**src/rtl/core/aes_xcbc_mac_core_assert.svh**
```systemverilog
// Assertion macros used by the back-end module.
// Each macro samples on clk and is disabled while rst_n is low.
`ifndef AES_XCBC_MAC_CORE_ASSERT_SVH
`define AES_XCBC_MAC_CORE_ASSERT_SVH

// Same-cycle implication.
`define AXM_ASSERT_IMPLIES(lbl, ante, cons, msg) \
    lbl: assert property (@(posedge clk) disable iff (!rst_n) (ante) |-> (cons)) \
        else $error(msg);

// Next-cycle implication.
`define AXM_ASSERT_NEXT(lbl, ante, cons, msg) \
    lbl: assert property (@(posedge clk) disable iff (!rst_n) (ante) |=> (cons)) \
        else $error(msg);

`endif

```
**src/rtl/core/axm_pkg.sv**
```systemverilog
package axm_pkg;

    // Queued message block, already padded.
    typedef struct packed {
        logic [127:0] blk;
        logic         last;
        logic         pad;
    } item_t;

    // Request into the AES unit.
    typedef struct packed {
        logic         start;
        logic [127:0] key;
        logic [127:0] blk;
    } eng_req_t;

    // Status from the AES unit.
    typedef struct packed {
        logic         busy;
        logic         done;
        logic [127:0] result;
    } eng_rsp_t;

    localparam logic [4:0]  FULL_BYTES = 5'd16;
    localparam logic [7:0]  PAD_BYTE   = 8'h80;
    localparam logic [3:0]  LAST_ROUND = 4'd10;
    localparam logic [63:0] FILL_K1    = 64'h0101010101010101;
    localparam logic [63:0] FILL_K2    = 64'h0202020202020202;
    localparam logic [63:0] FILL_K3    = 64'h0303030303030303;

    localparam logic [2047:0] SBOX_TABLE = {
        128'h637c777bf26b6fc53001672bfed7ab76,
        128'hca82c97dfa5947f0add4a2af9ca472c0,
        128'hb7fd9326363ff7cc34a5e5f171d83115,
        128'h04c723c31896059a071280e2eb27b275,
        128'h09832c1a1b6e5aa0523bd6b329e32f84,
        128'h53d100ed20fcb15b6acbbe394a4c58cf,
        128'hd0efaafb434d338545f9027f503c9fa8,
        128'h51a3408f929d38f5bcb6da2110fff3d2,
        128'hcd0c13ec5f974417c4a77e3d645d1973,
        128'h60814fdc222a908846eeb814de5e0bdb,
        128'he0323a0a4906245cc2d3ac629195e479,
        128'he7c8376d8dd54ea96c56f4ea657aae08,
        128'hba78252e1ca6b4c6e8dd741f4bbd8b8a,
        128'h703eb5664803f60e613557b986c11d9e,
        128'he1f8981169d98e949b1e87e9ce5528df,
        128'h8ca1890dbfe6426841992d0fb054bb16
    };

    function automatic logic [7:0] sub_byte(input logic [7:0] x);
        return SBOX_TABLE[2047 - 8 * int'(x) -: 8];
    endfunction

    function automatic logic [7:0] xtime(input logic [7:0] x);
        return {x[6:0], 1'b0} ^ (x[7] ? 8'h1b : 8'h00);
    endfunction

    function automatic logic [7:0] rcon(input logic [3:0] rnd);
        logic [7:0] r;
        case (rnd)
            4'd1:    r = 8'h01;
            4'd2:    r = 8'h02;
            4'd3:    r = 8'h04;
            4'd4:    r = 8'h08;
            4'd5:    r = 8'h10;
            4'd6:    r = 8'h20;
            4'd7:    r = 8'h40;
            4'd8:    r = 8'h80;
            4'd9:    r = 8'h1b;
            4'd10:   r = 8'h36;
            default: r = 8'h00;
        endcase
        return r;
    endfunction

    // One step of the AES-128 key schedule.
    function automatic logic [127:0] key_step(input logic [127:0] rk, input logic [7:0] rc);
        logic [31:0] tmp;
        logic [31:0] n0;
        logic [31:0] n1;
        logic [31:0] n2;
        logic [31:0] n3;
        tmp = {sub_byte(rk[23:16]) ^ rc, sub_byte(rk[15:8]), sub_byte(rk[7:0]),
               sub_byte(rk[31:24])};
        n0 = rk[127:96] ^ tmp;
        n1 = rk[95:64] ^ n0;
        n2 = rk[63:32] ^ n1;
        n3 = rk[31:0] ^ n2;
        return {n0, n1, n2, n3};
    endfunction

    // One AES round; the final round skips MixColumns.
    function automatic logic [127:0] aes_round(input logic [127:0] s,
                                               input logic [127:0] rk,
                                               input logic fin);
        logic [7:0]   b [16];
        logic [7:0]   t [16];
        logic [7:0]   o [16];
        logic [7:0]   all;
        logic [127:0] res;
        for (int i = 0; i < 16; i++) begin
            b[i] = s[127 - 8 * i -: 8];
        end
        for (int i = 0; i < 16; i++) begin
            t[i] = sub_byte(b[(i & 3) + 4 * (((i >> 2) + (i & 3)) & 3)]);
        end
        for (int c = 0; c < 4; c++) begin
            all = t[4*c] ^ t[4*c+1] ^ t[4*c+2] ^ t[4*c+3];
            if (fin) begin
                o[4*c]   = t[4*c];
                o[4*c+1] = t[4*c+1];
                o[4*c+2] = t[4*c+2];
                o[4*c+3] = t[4*c+3];
            end
            else begin
                o[4*c]   = t[4*c]   ^ all ^ xtime(t[4*c]   ^ t[4*c+1]);
                o[4*c+1] = t[4*c+1] ^ all ^ xtime(t[4*c+1] ^ t[4*c+2]);
                o[4*c+2] = t[4*c+2] ^ all ^ xtime(t[4*c+2] ^ t[4*c+3]);
                o[4*c+3] = t[4*c+3] ^ all ^ xtime(t[4*c+3] ^ t[4*c]);
            end
        end
        for (int i = 0; i < 16; i++) begin
            res[127 - 8 * i -: 8] = o[i] ^ rk[127 - 8 * i -: 8];
        end
        return res;
    endfunction

endpackage

```
**src/rtl/core/axm_front.sv**
```systemverilog
// Input side: pads short last blocks and queues all blocks for the back end.
module axm_front (
    input  logic             clk,
    input  logic             rst_n,
    input  logic             push,
    output logic             full,
    input  logic [63:0]      block_high,
    input  logic [63:0]      block_low,
    input  logic [4:0]       byte_count,
    input  logic             last,
    output logic             item_valid,
    output axm_pkg::item_t   item,
    input  logic             take
);

    axm_pkg::item_t in_item;
    axm_pkg::item_t q_reg [2];
    logic           wr_ptr_reg;
    logic           rd_ptr_reg;
    logic [1:0]     cnt_reg;
    logic [1:0]     cnt_next;
    logic           do_push;
    logic           do_take;
    logic [127:0]   raw;
    logic           short_blk;

    // Padding of a short last block
    always_comb
    begin
        raw       = {block_high, block_low};
        short_blk = last && (byte_count < axm_pkg::FULL_BYTES);
        for (int i = 0; i < 16; i++) begin
            if (!short_blk || 5'(i) < byte_count) begin
                in_item.blk[127 - 8 * i -: 8] = raw[127 - 8 * i -: 8];
            end
            else if (5'(i) == byte_count) begin
                in_item.blk[127 - 8 * i -: 8] = axm_pkg::PAD_BYTE;
            end
            else begin
                in_item.blk[127 - 8 * i -: 8] = 8'h00;
            end
        end
        in_item.last = last;
        in_item.pad  = short_blk;
    end

    assign full       = (cnt_reg == 2'd2);
    assign do_push    = push && !full;
    assign item_valid = (cnt_reg != 2'd0);
    assign do_take    = take && item_valid;
    assign item       = q_reg[rd_ptr_reg];

    always_comb
    begin
        cnt_next = cnt_reg + 2'(do_push) - 2'(do_take);
    end

    // Queue storage
    always_ff @(posedge clk)
    begin
        if (do_push) begin
            q_reg[wr_ptr_reg] <= in_item;
        end
    end

    // Queue pointers
    always_ff @(posedge clk or negedge rst_n)
    begin
        if (!rst_n) begin
            wr_ptr_reg <= 1'b0;
            rd_ptr_reg <= 1'b0;
            cnt_reg    <= 2'd0;
        end
        else begin
            if (do_push) begin
                wr_ptr_reg <= !wr_ptr_reg;
            end
            if (do_take) begin
                rd_ptr_reg <= !rd_ptr_reg;
            end
            cnt_reg <= cnt_next;
        end
    end

endmodule

```
**config.mk**
```make
export PLATFORM = sky130hd
export DESIGN_NAME = axm_front
export DESIGN_NICKNAME = d
export VERILOG_FILES = /design/src/rtl/core/aes_xcbc_mac_core_assert.svh /design/src/rtl/core/axm_pkg.sv /design/src/rtl/core/axm_front.sv
export SDC_FILE = /design/constraint.sdc
export NUM_CORES = 1
export LEC_CHECK = 0
export CAP_MARGIN = 40
export CORE_ASPECT_RATIO = 1.1
export CORE_UTILIZATION = 30
export DETAILED_ROUTE_END_ITERATION = 16
export DONT_BUFFER_PORTS = 1
export GPL_ROUTABILITY_DRIVEN = 0
export PLACE_DENSITY_LB_ADDON = 0.12
export SYNTH_ARGS = -nofsm -noshare
export SYNTH_HDL_FRONTEND = slang
export SYNTH_SLANG_ARGS = --single-unit
```
**constraint.sdc**
```tcl
create_clock -name clk -period 7.54 [get_ports clk]
set_input_delay 0.377 -clock clk [delete_from_list [all_inputs] [get_ports clk]]
set_output_delay 0.377 -clock clk [all_outputs]
set_load 0.02 [all_outputs]
```
# Yosys cells after proc, flatten, opt, wreduce, memory -nomap -nowiden
# Memories as Yosys holds them, arrays and structs flattened.
# Cells that the tools add are included.
dict set report word_totals {
  out_inout_bits 132
  mem_count 1
  register_bits 4
  mem_bits_rw 260
  elab_cells 98
  in_bits 138
}
dict set report op_classes {
  reduce_logical 25
  n_eq_ne 16
  n_mux 34
  n_lt_le_gt_ge 17
  n_addsub 2
}
# name depth width read_ports rd_ports_with_merged_regs write_ports line_no
set memory_table {}
lappend memory_table {q_reg 2 130 1 0 1 axm_front.sv:17} ;# axm_pkg::item_t q_reg [2];
# op n
set op_table {}
lappend op_table {{$mux W8} 32}
lappend op_table {{$eq A4 B5 Y1 const A} 8}
lappend op_table {{$lt A4 B5 Y1 const A} 8}
lappend op_table {{$eq A3 B5 Y1 const A} 4}
lappend op_table {{$lt A3 B5 Y1 const A} 4}
lappend op_table {{$logic_or A1 B1 Y1} 16}
lappend op_table {{$eq A2 B5 Y1 const A} 2}
lappend op_table {{$lt A1 B5 Y1 const A} 2}
lappend op_table {{$lt A2 B5 Y1 const A} 2}
lappend op_table {{$eq A1 B5 Y1 const A} 1}
lappend op_table {{$logic_not A5 Y1} 1}
lappend op_table {{$lt A5 B5 Y1 const B} 1}
lappend op_table {{$logic_not A1 Y1} 4}
lappend op_table {{$logic_and A1 B1 Y1} 3}
lappend op_table {{$add A2 B1 Y2} 1}
lappend op_table {{$eq A2 B2 Y1 const B} 1}
lappend op_table {{$mux W1} 2}
lappend op_table {{$reduce_bool A2 Y1} 1}
lappend op_table {{$sub A2 B1 Y2} 1}

# Longest topological paths before layout
# Gate-level depths: netlist of run 1.
dict set report depth {
  word_depth 5
  ltp_mapped 7
  ltp_nobuf 7
}

# Least setup slack after synthesis of run 1
# Ideal clock, no wire load.
dict set report synth_timing {
  kind {register to register}
  startpoint {register cnt_reg[1]}
  endpoint {memory q_reg[0][0] (netlist name), enable pin}
  setup_time_ns 0.621
  path_buffers 0
  required_time_ns 6.919
  arrival_time_ns 5.990
  setup_slack_ns 0.929
  period_less_slack_ns 6.611
  path_stages_with_launch 4
  path_cell_list {dfrtp_1 -> nand2b_1 -> nand2_1 -> nor2_1}
}
dict set report synth_via {
  elab_chain_len 5
}
# item line_no
set synth_rtl {}
lappend synth_rtl {{start, declared} axm_front.sv:20} ;# logic [1:0] cnt_reg;
lappend synth_rtl {{start signal, assigned} axm_front.sv:81} ;# cnt_reg <= cnt_next;
lappend synth_rtl {{$eq A2 B2 Y1} axm_front.sv:47} ;# assign full = (cnt_reg == 2'd2);
lappend synth_rtl {{$logic_not A1 Y1} axm_front.sv:48} ;# assign do_push = push && !full;
lappend synth_rtl {{$logic_and A1 B1 Y1} axm_front.sv:48}
lappend synth_rtl {{$mux W1} axm_front.sv:61} ;# if (do_push) begin
lappend synth_rtl {{$mux W1 (implied by the code)} axm_front.sv:62} ;# q_reg[wr_ptr_reg] <= in_item;
lappend synth_rtl {{end, declared} axm_front.sv:17}
# No other way between the ends.

==> results by group, run 1 <==
Hold path
  – Worst Hold Depth: 1
  – Min-delay src: block_low[39]
  – HP Class: input pin to flop
  – Hold endpoint: q_reg[0][41]$_DFFE_PP_

Worst setup path
  – FF-to-FF setup slack: 4.87 ns
  – Reg2reg start: cnt_reg[0]$_DFF_PN0_
  – Crit path launch type: flop
  – CP Class: flop to output port
  – R2R cell count: 6
  – CP endpoint kind: output port
  – CP max FO: 62
  – CP arrival: 2.77 ns
  – RR Endpoint: q_reg[0][5]$_DFFE_PP_
  – Required @ worst endpoint: 7.16 ns

Place
  – Post-detail-place hpwl: 16700 um
  – Port Buffers: 0
  – Dpl ws: 4.83 ns
  – Placed instance area: 11200 um2

Yosys
  – Avg Cell Area, Syn: 17.6 um2
  – Distinct cell type count after synthesis: 34
  – Commonest cells post-synth: edfxtp_1, mux2_2, and2_1
  – YS warnings: 0
  – Number of synthesized register bits: 264
  – Top cells by area in the synthesized netlist: edfxtp_1, mux2_2, and2_1, nor2b_1, buf_2
  – Syn Nets: 745
  – Sequential share of the synthesized area: 74.4%
  – Post-Syn Instances: 605
  – Synthesized area: 10600 um2
  – Synth Flop Type: edfxtp_1
  – EDFF count, synth: 260
  – Most common cell in the netlist: edfxtp_1
  – Ys async rst share: 1.52%
  – Top cell type by total area after synthesis: edfxtp_1
  – Synth top area share: 73.4%

CTS
  – Htree depth: 1
  – Worst-Skew Late Latency: 0.53 ns
  – Hold Buf Count CTS: 2
  – TritonCTS clock tree: built
  – CTS Sinks: 264
  – Post-CTS Setup Repair Bufs: 0
  – # resized after CTS: 0
  – Max Root-Sink Buffers: 3
  – Root Buffer: clkbuf_16
  – Worst-path clk slew: 0.06 ns
  – Total CTS buffers: 29

Route
  – Final WL: 24400 um
  – Drt via density: 4.66
  – Antenna Nets Post-Route: 0
  – DR iter-0 viols: 219
  – # DRC: 0
  – Routed len/inst: 22.4 um
  – Overall via count from detail_route: 5070
  – DR pass1 iterations: 4

Pwr
  – Switch Pwr: 1.63 mW
  – Clock Power Share: 28.6%
  – P_int: 3.34 mW
  – Comb power frac: 28.3%
  – Sw frac: 32.7%
  – P_leak: 4.03 nW
  – Sequential share of power: 43.1%
  – Maximum vdd drop: 162 uV
  – PwrDens: 406 nW/um2

GRT
  – First-pass GRT wire length: 35700 um
  – Vias in the first global route: 5485
  – Total track usage: 13.3%
  – Largest net degree at the start of global routing: 63
  – Total gr overflow: 0
  – Initial antenna violation count: 1

STA
  – Worst-Margin Slew: 0.796 ns
  – Max-slew headroom: 46.4%
  – Fin. max-slew vios: 0
  – Hold_ws: 0.0520 ns
  – Final hold vios: 0
  – Setup TNS: 0 ns
  – Fin crit period: 3.15 ns
  – Max Clock Skew: 0.00733 ns
  – Final setup violation count: 0
  – RSZ-0062 raised after global routing: no
  – FMAX: 317 MHz
  – Worst Slack Setup Final: 4.39 ns
  – Period utilization: 41.8%

Die
  – Initial Util: 30.8%
  – Die Ht: 199 um
  – Io pins: 270
  – Die area: 36200 um2
  – Die span in x: 182 um
  – Number of placement rows: 71
  – Placeable Area: 34600 um2

Finish
  – Layout fillers: 3240
  – Share of cells above drive strength 1: 29.3%
  – Fin area: 12200 um2
  – Area Growth Syn to Fin: 15.0%
  – NumNets Final: 766
  – Max reg flops: 260

Job
  – Maxcap violations: 0

Status
  – Status: complete, no violations
logic make-up (layout without fill, tap and decap cells):
group | count (synthesis) | after routing | share of synthesized area (%)
flops | 264 | 264 | 74.4
simple gates | 149 | 149 | 8.45
mux | 131 | 131 | 13.9
buf+inv | 30 | 73 | 1.31
compound gates | 25 | 25 | 1.46
xor+xnor | 4 | 4 | 0.329
fa+ha+maj | 2 | 2 | 0.235
other cells | 0 | 1 | 0
critical path, stage by stage, from the launching register on:
cell     delay (ns)
dfrtp_4        0.89
buf_4          0.45
buf_16         0.31
mux2_2         0.47
worst max path at each step:
| stage | cells after the start | slack, ns | end | start |
|---|---|---|---|---|
| floorplan | 3 | 0.93 | q_reg[0][0]$_DFFE_PP_ | cnt_reg[1]$_DFF_PN0_ |
| global placement | 2 | 4.70 | item[6] | rd_ptr_reg$_DFFE_PN0P_ |
| detailed placement | 6 | 4.83 | q_reg[0][18]$_DFFE_PP_ | cnt_reg[0]$_DFF_PN0_ |
| CTS | 3 | 4.32 | item[5] | rd_ptr_reg$_DFFE_PN0P_ |
| global route | 3 | 4.23 | item[9] | rd_ptr_reg$_DFFE_PN0P_ |
| finish | 3 | 4.39 | item[49] | rd_ptr_reg$_DFFE_PN0P_ |
stage by stage:
stage	std cells	total power [mW]	util (%)
global route	1086	5.20	35.4
CTS	1085	5.07	35.4
global placement	1025	3.55	32.2
detailed placement	1030	3.62	32.6
finish	1087	4.97	35.4
floorplan	605	3.33	-
placed cells by master, fill, tap and decap left out, types with 2 or more instances in the layout:
cell / instances
a21o_1: 3
nand3_1: 2
bufinv_16: 5
a21oi_1: 9
mux2_2: 131
and2_1: 92
clkinv_2: 5
buf_4: 6
clkinv_1: 8
edfxtp_1: 260
inv_1: 7
nand2_1: 14
clkbuf_16: 29
xnor2_1: 3
dfrtp_1: 3
ha_1: 2
dlygate4sd3_1: 2
nand4_1: 2
nand2b_1: 3
o21ai_0: 2
nor2b_1: 21
o21a_1: 3
buf_16: 3
o21ai_1: 3
clkbuf_1: 5
nor2_1: 5
a21boi_0: 2
power by group through the flow:
| stage | sequential (mW) | clock [mW] | combinational [mW] |
|---|---|---|---|
| after floorplan | 2.16 | 0 | 1.17 |
| after global placement | 2.17 | 0 | 1.38 |
| after detailed placement | 2.18 | 0 | 1.44 |
| after CTS | 2.15 | 1.47 | 1.45 |
| after global routing | 2.18 | 1.52 | 1.49 |
| final | 2.14 | 1.42 | 1.41 |
cell type report:
class / instances / area, um2 / area share [%]
inverter: 7 / 26.3 / 0.215
clock inverter: 19 / 213 / 1.74
timing repair buffer: 13 / 183 / 1.49
multi-input combinational: 311 / 2610 / 21.3
antenna: 1 / 2.50 / 0.0205
tap: 438 / 548 / 4.48
clock buffer: 34 / 744 / 6.08
sequential: 264 / 7910 / 64.7
metal layers:
layer  track usage, %  routed length, um  vias up
met4             3.55                373        2
met5                0                 17        -
met2             23.5              12600      176
met1             14.8               9160     2546
met3             5.27               2240       30
li1                 -                  -     2316
Note: power is estimated with default switching activity, not from simulation.
==> run 2, diff against run 1 <==
clock period = 2.7 ns   (was 7.54 ns; I/O delays follow)
==> run 2 against run 1 <==
Net effect: flip-flop and latch count unchanged; die area stayed put; first-iteration DRC count down 4.6%; critical path depth is 1 lower; clock-buffer cell count grew 1; combinational power rose to 2.9 times the previous value; critical endpoint is now item[31]; largest power group unchanged.
==> results by group, run 2 (same netlist as run 1, synthesis figures left out) <==
Finish
  – NumNets Final: 904 (+18%)
  – Layout fillers: 3226 (-0.43%)
  – Share of cells above drive strength 1: 23.8% (-5.6 points)
  – Fin area: 13500 um2 (+11%)
  – Max reg flops: 260 (unchanged)
  – Commonest non-fill, non-tap cell in the layout: edfxtp_1
  – Util after Layout: 39.2% (+3.8 points)
  – Commonest cells after routing, fill and taps aside: edfxtp_1, dlygate4sd3_1, mux2_2, and2_1, clkbuf_16
  – Final std cells w/o fill: 1221 (+12%)
  – Number of diodes: 0 (-1)
  – Area Growth Syn to Fin: 27.4%

Worst setup path
  – Crit path launch type: flop
  – CP Class: flop to output port
  – CP endpoint kind: output port
  – Worst path max stage delay: 0.85 ns (-0.04 ns)
  – Required @ worst endpoint: 2.57 ns (-4.59 ns)
  – CP arrival: 2.30 ns (-0.47 ns)
  – CP max-delay cell: dfrtp_4
  – Delay-heaviest family, CP: flip-flops
  – Buffers & Inverters on Critical Path: 1 (-1)
  – Cell Chain, Critical Path: buf_4, mux2_2
  – CP max FO: 40 (-35%)

Pwr
  – Maximum vdd drop: 513 uV (+220%)
  – Total power: 13.8 mW (+180%)
  – Sequential share of power: 43.2% (about the same)
  – PwrDens: 1020 nW/um2 (+150%)
  – P_leak: 4.57 nW (+13%)
  – P_int: 9.27 mW (+180%)
  – Clock Power Share: 27.0% (-1.6 points)
  – Switch Pwr: 4.56 mW (+180%)
  – Sw frac: 33.0% (+0.20 points)
  – Comb power frac: 29.8% (+1.5 points)

STA
  – Final setup violation count: 0 (unchanged)
  – Period utilization: 90.2%
  – Worst-Margin Slew: 0.680 ns (-0.116 ns)
  – Hold_ws: 0.0312 ns (-0.0208 ns)
  – RSZ-0062 raised after global routing: no
  – Final hold vios: 0 (unchanged)
  – Max Clock Skew: 0.00431 ns (-0.00302 ns)
  – FMAX: 411 MHz
  – Fin crit period: 2.43 ns
  – Max-slew headroom: 54.2% (+7.8 points)
  – Fin. max-slew vios: 0 (unchanged)

Die
  – Placeable Area: 34600 um2 (unchanged)
  – Die area: 36200 um2 (unchanged)
  – Number of placement rows: 71 (unchanged)
  – Die Ht: 199 um (unchanged)
  – Initial Util: 30.8% (unchanged)
  – Io pins: 270 (unchanged)
  – Die span in x: 182 um (unchanged)

GRT
  – Total gr overflow: 0 (unchanged)
  – First-pass GRT wire length: 37000 um (+3.7%)
  – Initial antenna violation count: 1 (unchanged)
  – Largest net degree at the start of global routing: 73 (+16%)
  – Vias in the first global route: 6133 (+12%)
  – Total track usage: 13.7% (+0.46 points)

Route
  – # DRC: 0 (unchanged)
  – Final WL: 25300 um (+3.8%)
  – DR iter-0 viols: 209 (-4.6%)
  – Drt via density: 4.59 (-1.6%)
  – Antenna Nets Post-Route: 0 (unchanged)
  – DR pass1 iterations: 4 (unchanged)
  – Routed len/inst: 20.7 um (-7.6%)
  – Overall via count from detail_route: 5604 (+11%)

Hold path
  – HP Class: input pin to flop

CTS
  – Worst-path clk slew: 0.06 ns (about the same)
  – Total CTS buffers: 29 (unchanged)
  – Max Root-Sink Buffers: 3 (unchanged)
  – Worst-Skew Late Latency: 0.54 ns (about the same)
  – CTS Sinks: 264 (unchanged)
  – TritonCTS clock tree: built
  – Post-CTS Setup Repair Bufs: 0 (unchanged)
  – Hold Buf Count CTS: 141 (+139)
  – Root Buffer: clkbuf_16
  – # resized after CTS: 0 (unchanged)
  – Htree depth: 1 (unchanged)

Place
  – Post-detail-place hpwl: 16400 um (-1.8%)
  – Placed cells: 1030 (unchanged)
  – Placed instance area: 11200 um2 (about the same)
  – Port Buffers: 0 (unchanged)

Job
  – Maxcap violations: 0 (unchanged)

Status
  – Status: complete, no violations
run 2: changes by cell type in the layout (fill, tap and decap cells not counted), moves of 2 or more:
cell           delta
buf_4             -2
buf_12            +5
clkinv_2          -2
buf_16            -3
bufinv_16         -2
dlygate4sd3_1   +139
run 2: final timing paths:
kind / from / endpoint / slack [ns] / cells after the start
hold reg to reg: cnt_reg[1]$_DFF_PN0_ / cnt_reg[1]$_DFF_PN0_ / 0.51 / 1
max in group asynchronous: rst_n / rd_ptr_reg$_DFFE_PN0P_ / 2.08 / 2
min in group asynchronous: rst_n / rd_ptr_reg$_DFFE_PN0P_ / 0.42 / 2
hold / removal: byte_count[1] / q_reg[1][113]$_DFFE_PP_ / 0.03 / 2
setup / recovery: rd_ptr_reg$_DFFE_PN0P_ / item[31] / 0.27 / 2
setup reg to reg: cnt_reg[1]$_DFF_PN0_ / cnt_reg[1]$_DFF_PN0_ / 0.84 / 7
run 2: layout make-up:
cell class | count | area (um2) | area share (%)
Clock inverter | 15 | 143 | 1.05
Tap cell | 438 | 548 | 4.05
Inverter | 7 | 26.3 | 0.194
Multi-Input combinational cell | 311 | 2610 | 19.3
Clock buffer | 35 | 748 | 5.52
Timing Repair Buffer | 151 | 1560 | 11.5
Sequential cell | 264 | 7910 | 58.4
run 2: stage by stage:
stage	setup slack [ns]	TNS [ns]
after floorplan	-0.245	-31.81
after global placement	0.805	0
after CTS	0.189	0
after global routing	0.152	0
after detailed placement	0.761	0
final	0.265	0
run 2: worst register-to-register path: stages, from the launching register on:
cell and delay, ns:
dfrtp_1 0.40, or2_2 0.37, and2_1 0.21, ha_1 0.27
inv_1 0.04, ha_1 0.17, xnor2_1 0.16, xnor2_1 0.14
run 2: routing by layer:
metal | GRT usage [%] | part of all wire (%) | vias up
met4 | 4.02 | 1.7 | 2
met5 | 0 | 0.032 | -
met2 | 23.9 | 51 | 196
met3 | 4.57 | 7.8 | 28
met1 | 16.0 | 40 | 2800
li1 | - | - | 2578
run 2: power by group through the flow:
stage                     Clock, mW  Sequential, mW  Combinational [mW]
final                          3.74            5.97                4.12
after detailed placement          0            6.07                4.06
after global routing           4.01            6.07                4.38
after floorplan                   0            5.90                3.28
after CTS                      3.87            5.99                4.25
after global placement            0            6.03                4.01
==> run 3, diff against run 2 <==
GPL_TIMING_DRIVEN = 0   (was unset)
==> run 3 against run 2 <==
Net effect: register-to-register slack got worse by 0.23 ns; via count up 1.0%; sequential share of layout area decreased by 0.22 points; fmax is 2.7% higher; core utilization up 0.13 points; power is 0.54% lower; sequential power down 3%; worst hold slack improved by 0.017 ns; cell area up 0.32%; clock skew up 0.011 ns; critical endpoint is now item[97].
==> results by group, run 3 (same netlist as run 1, synthesis figures left out) <==
Status
  – Status: complete, no violations

STA
  – Fin crit period: 2.37 ns (-0.0643 ns)
  – Worst-Margin Slew: 0.730 ns (+0.0496 ns)
  – Worst Slack Setup Final: 0.329 ns (+0.0643 ns)
  – Fin. max-slew vios: 0 (unchanged)
  – FMAX: 422 MHz (+2.7%)
  – Max-slew headroom: 51.0% (-3.2 points)
  – RSZ-0062 raised after global routing: no
  – Period utilization: 87.8% (-2.4 points)
  – Final hold vios: 0 (unchanged)
  – Max Clock Skew: 0.0150 ns (+0.0107 ns)
  – Final setup violation count: 0 (unchanged)
  – Hold_ws: 0.0483 ns (+0.0172 ns)

CTS
  – Root Buffer: clkbuf_16
  – Total CTS buffers: 29 (unchanged)
  – TritonCTS clock tree: built
  – Worst-Skew Late Latency: 0.55 ns (about the same)
  – Max Root-Sink Buffers: 3 (unchanged)
  – Worst-path clk slew: 0.06 ns (about the same)
  – CTS Sinks: 264 (unchanged)
  – Htree depth: 1 (unchanged)
  – # resized after CTS: 0 (unchanged)

Pwr
  – Comb power frac: 31.7% (+1.9 points)
  – P_leak: 4.63 nW (+1.3%)
  – Maximum vdd drop: 666 uV (+30%)
  – Clock Power Share: 25.9% (-1.1 points)
  – Sw frac: 33.4% (+0.43 points)
  – P_int: 9.16 mW (-1.2%)
  – PwrDens: 1010 nW/um2 (-0.86%)
  – Switch Pwr: 4.59 mW (+0.75%)
  – Sequential share of power: 42.3% (-0.9 points)

Worst setup path
  – CP max-delay cell: mux2_2
  – Most frequent CP cell: buf_2
  – CP arrival: 2.24 ns (-0.06 ns)
  – CP max FO: 10 (-75%)
  – CP endpoint kind: output port
  – Worst path max stage delay: 0.46 ns (-0.39 ns)
  – Cell Chain, Critical Path: clkbuf_1, buf_2, buf_2, mux2_2
  – Crit path launch type: flop
  – Required @ worst endpoint: 2.57 ns (about the same)
  – CP Class: flop to output port

Finish
  – NumNets Final: 921 (+1.9%)
  – Commonest cells after routing, fill and taps aside: edfxtp_1, dlygate4sd3_1, mux2_2, and2_1, clkbuf_16
  – Area Growth Syn to Fin: 27.8%
  – Util after Layout: 39.3% (+0.13 points)
  – Max reg flops: 260 (unchanged)
  – Share of cells above drive strength 1: 25.5% (+1.8 points)
  – Commonest non-fill, non-tap cell in the layout: edfxtp_1
  – Final std cells w/o fill: 1242 (+1.7%)
  – Fin area: 13600 um2 (+0.32%)

Die
  – Number of placement rows: 71 (unchanged)
  – Die span in x: 182 um (unchanged)
  – Die Ht: 199 um (unchanged)
  – Io pins: 270 (unchanged)
  – Placeable Area: 34600 um2 (unchanged)
  – Die area: 36200 um2 (unchanged)
  – Initial Util: 30.8% (unchanged)

GRT
  – Initial antenna violation count: 3 (+2)
  – Largest net degree at the start of global routing: 58 (-21%)
  – Total track usage: 13.7% (-0.029 points)
  – First-pass GRT wire length: 37400 um (+0.91%)
  – Vias in the first global route: 6233 (+1.6%)
  – Total gr overflow: 0 (unchanged)

Place
  – Post-detail-place hpwl: 17200 um (+5.2%)
  – Placed cells: 1052 (+2.1%)
  – Placed instance area: 11400 um2 (+1.1%)
  – Port Buffers: 0 (unchanged)
  – Dpl ws: 0.533 ns (-0.228 ns)

Route
  – Antenna Nets Post-Route: 0 (unchanged)
  – # DRC: 0 (unchanged)
  – Overall via count from detail_route: 5661 (+1.0%)
  – DR pass1 iterations: 4 (unchanged)
  – Drt via density: 4.56 (-0.69%)
  – Final WL: 25100 um (-0.95%)
  – DR iter-0 viols: 156 (-25%)
  – Routed len/inst: 20.2 um (-2.6%)

Hold path
  – HP Class: input pin to flop

Job
  – Maxcap violations: 0 (unchanged)
==> run 3: critical path: cells and delay by family (launching register included) <==
family	cells	cell delay, ns
DFF	1	0.32
muxes	1	0.46
buffers and inverters	3	0.91
==> run 3: layout make-up <==
cell class                 instances  area, um2
timing repair buffer             145       1540
antenna                            1       2.50
tap                              438        548
fill                            3212      21000
inverter                           7       26.3
clock inverter                    18        106
sequential                       264       7910
multi-input combinational        311       2600
buffer                            23        113
clock buffer                      35        748
==> run 3: routing by layer <==
metal | GRT usage, % | share of wire [%]
met1 | 16.0 | 40
met2 | 24.3 | 51
met3 | 4.37 | 7.5
met4 | 3.36 | 1.7
met5 | 0 | 0.11
==> run 3: power by group through the flow <==
stage / combinational [mW] / sequential [mW] / clock, mW
floorplan: 3.28 / 5.90 / 0
global placement: 4.06 / 5.98 / 0
detailed placement: 4.30 / 5.92 / 0
CTS: 4.49 / 5.83 / 3.71
global route: 4.65 / 5.91 / 3.87
finish: 4.36 / 5.82 / 3.57
==> run 3: path summary, 6_finish.rpt <==
check                                        from                endpoint  slack, ns  depth (start not counted)
max                        rd_ptr_reg$_DFFE_PN0P_                item[97]       0.33                          4
min                                          push  q_reg[1][50]$_DFFE_PP_       0.05                          1
max reg2reg                  cnt_reg[0]$_DFF_PN0_  q_reg[0][95]$_DFFE_PP_       0.61                          6
min reg2reg                  cnt_reg[1]$_DFF_PN0_    cnt_reg[1]$_DFF_PN0_       0.50                          1
max in group asynchronous                   rst_n  wr_ptr_reg$_DFFE_PN0P_       2.09                          2
min in group asynchronous                   rst_n    cnt_reg[0]$_DFF_PN0_       0.43                          2
==> run 3: through the flow <==
stage / setup TNS (ns) / power [mW]
after global placement: -275.81 / 10.0
after CTS: 0 / 14.0
after floorplan: -31.81 / 9.19
after global routing: 0 / 14.4
after detailed placement: 0 / 10.2
final: 0 / 13.8
==> run 3: timing repair <==
item                                   CTS  global route
setup buffers                            0             0
hold buffers                           136             0
endpoints found under the hold margin  277             0
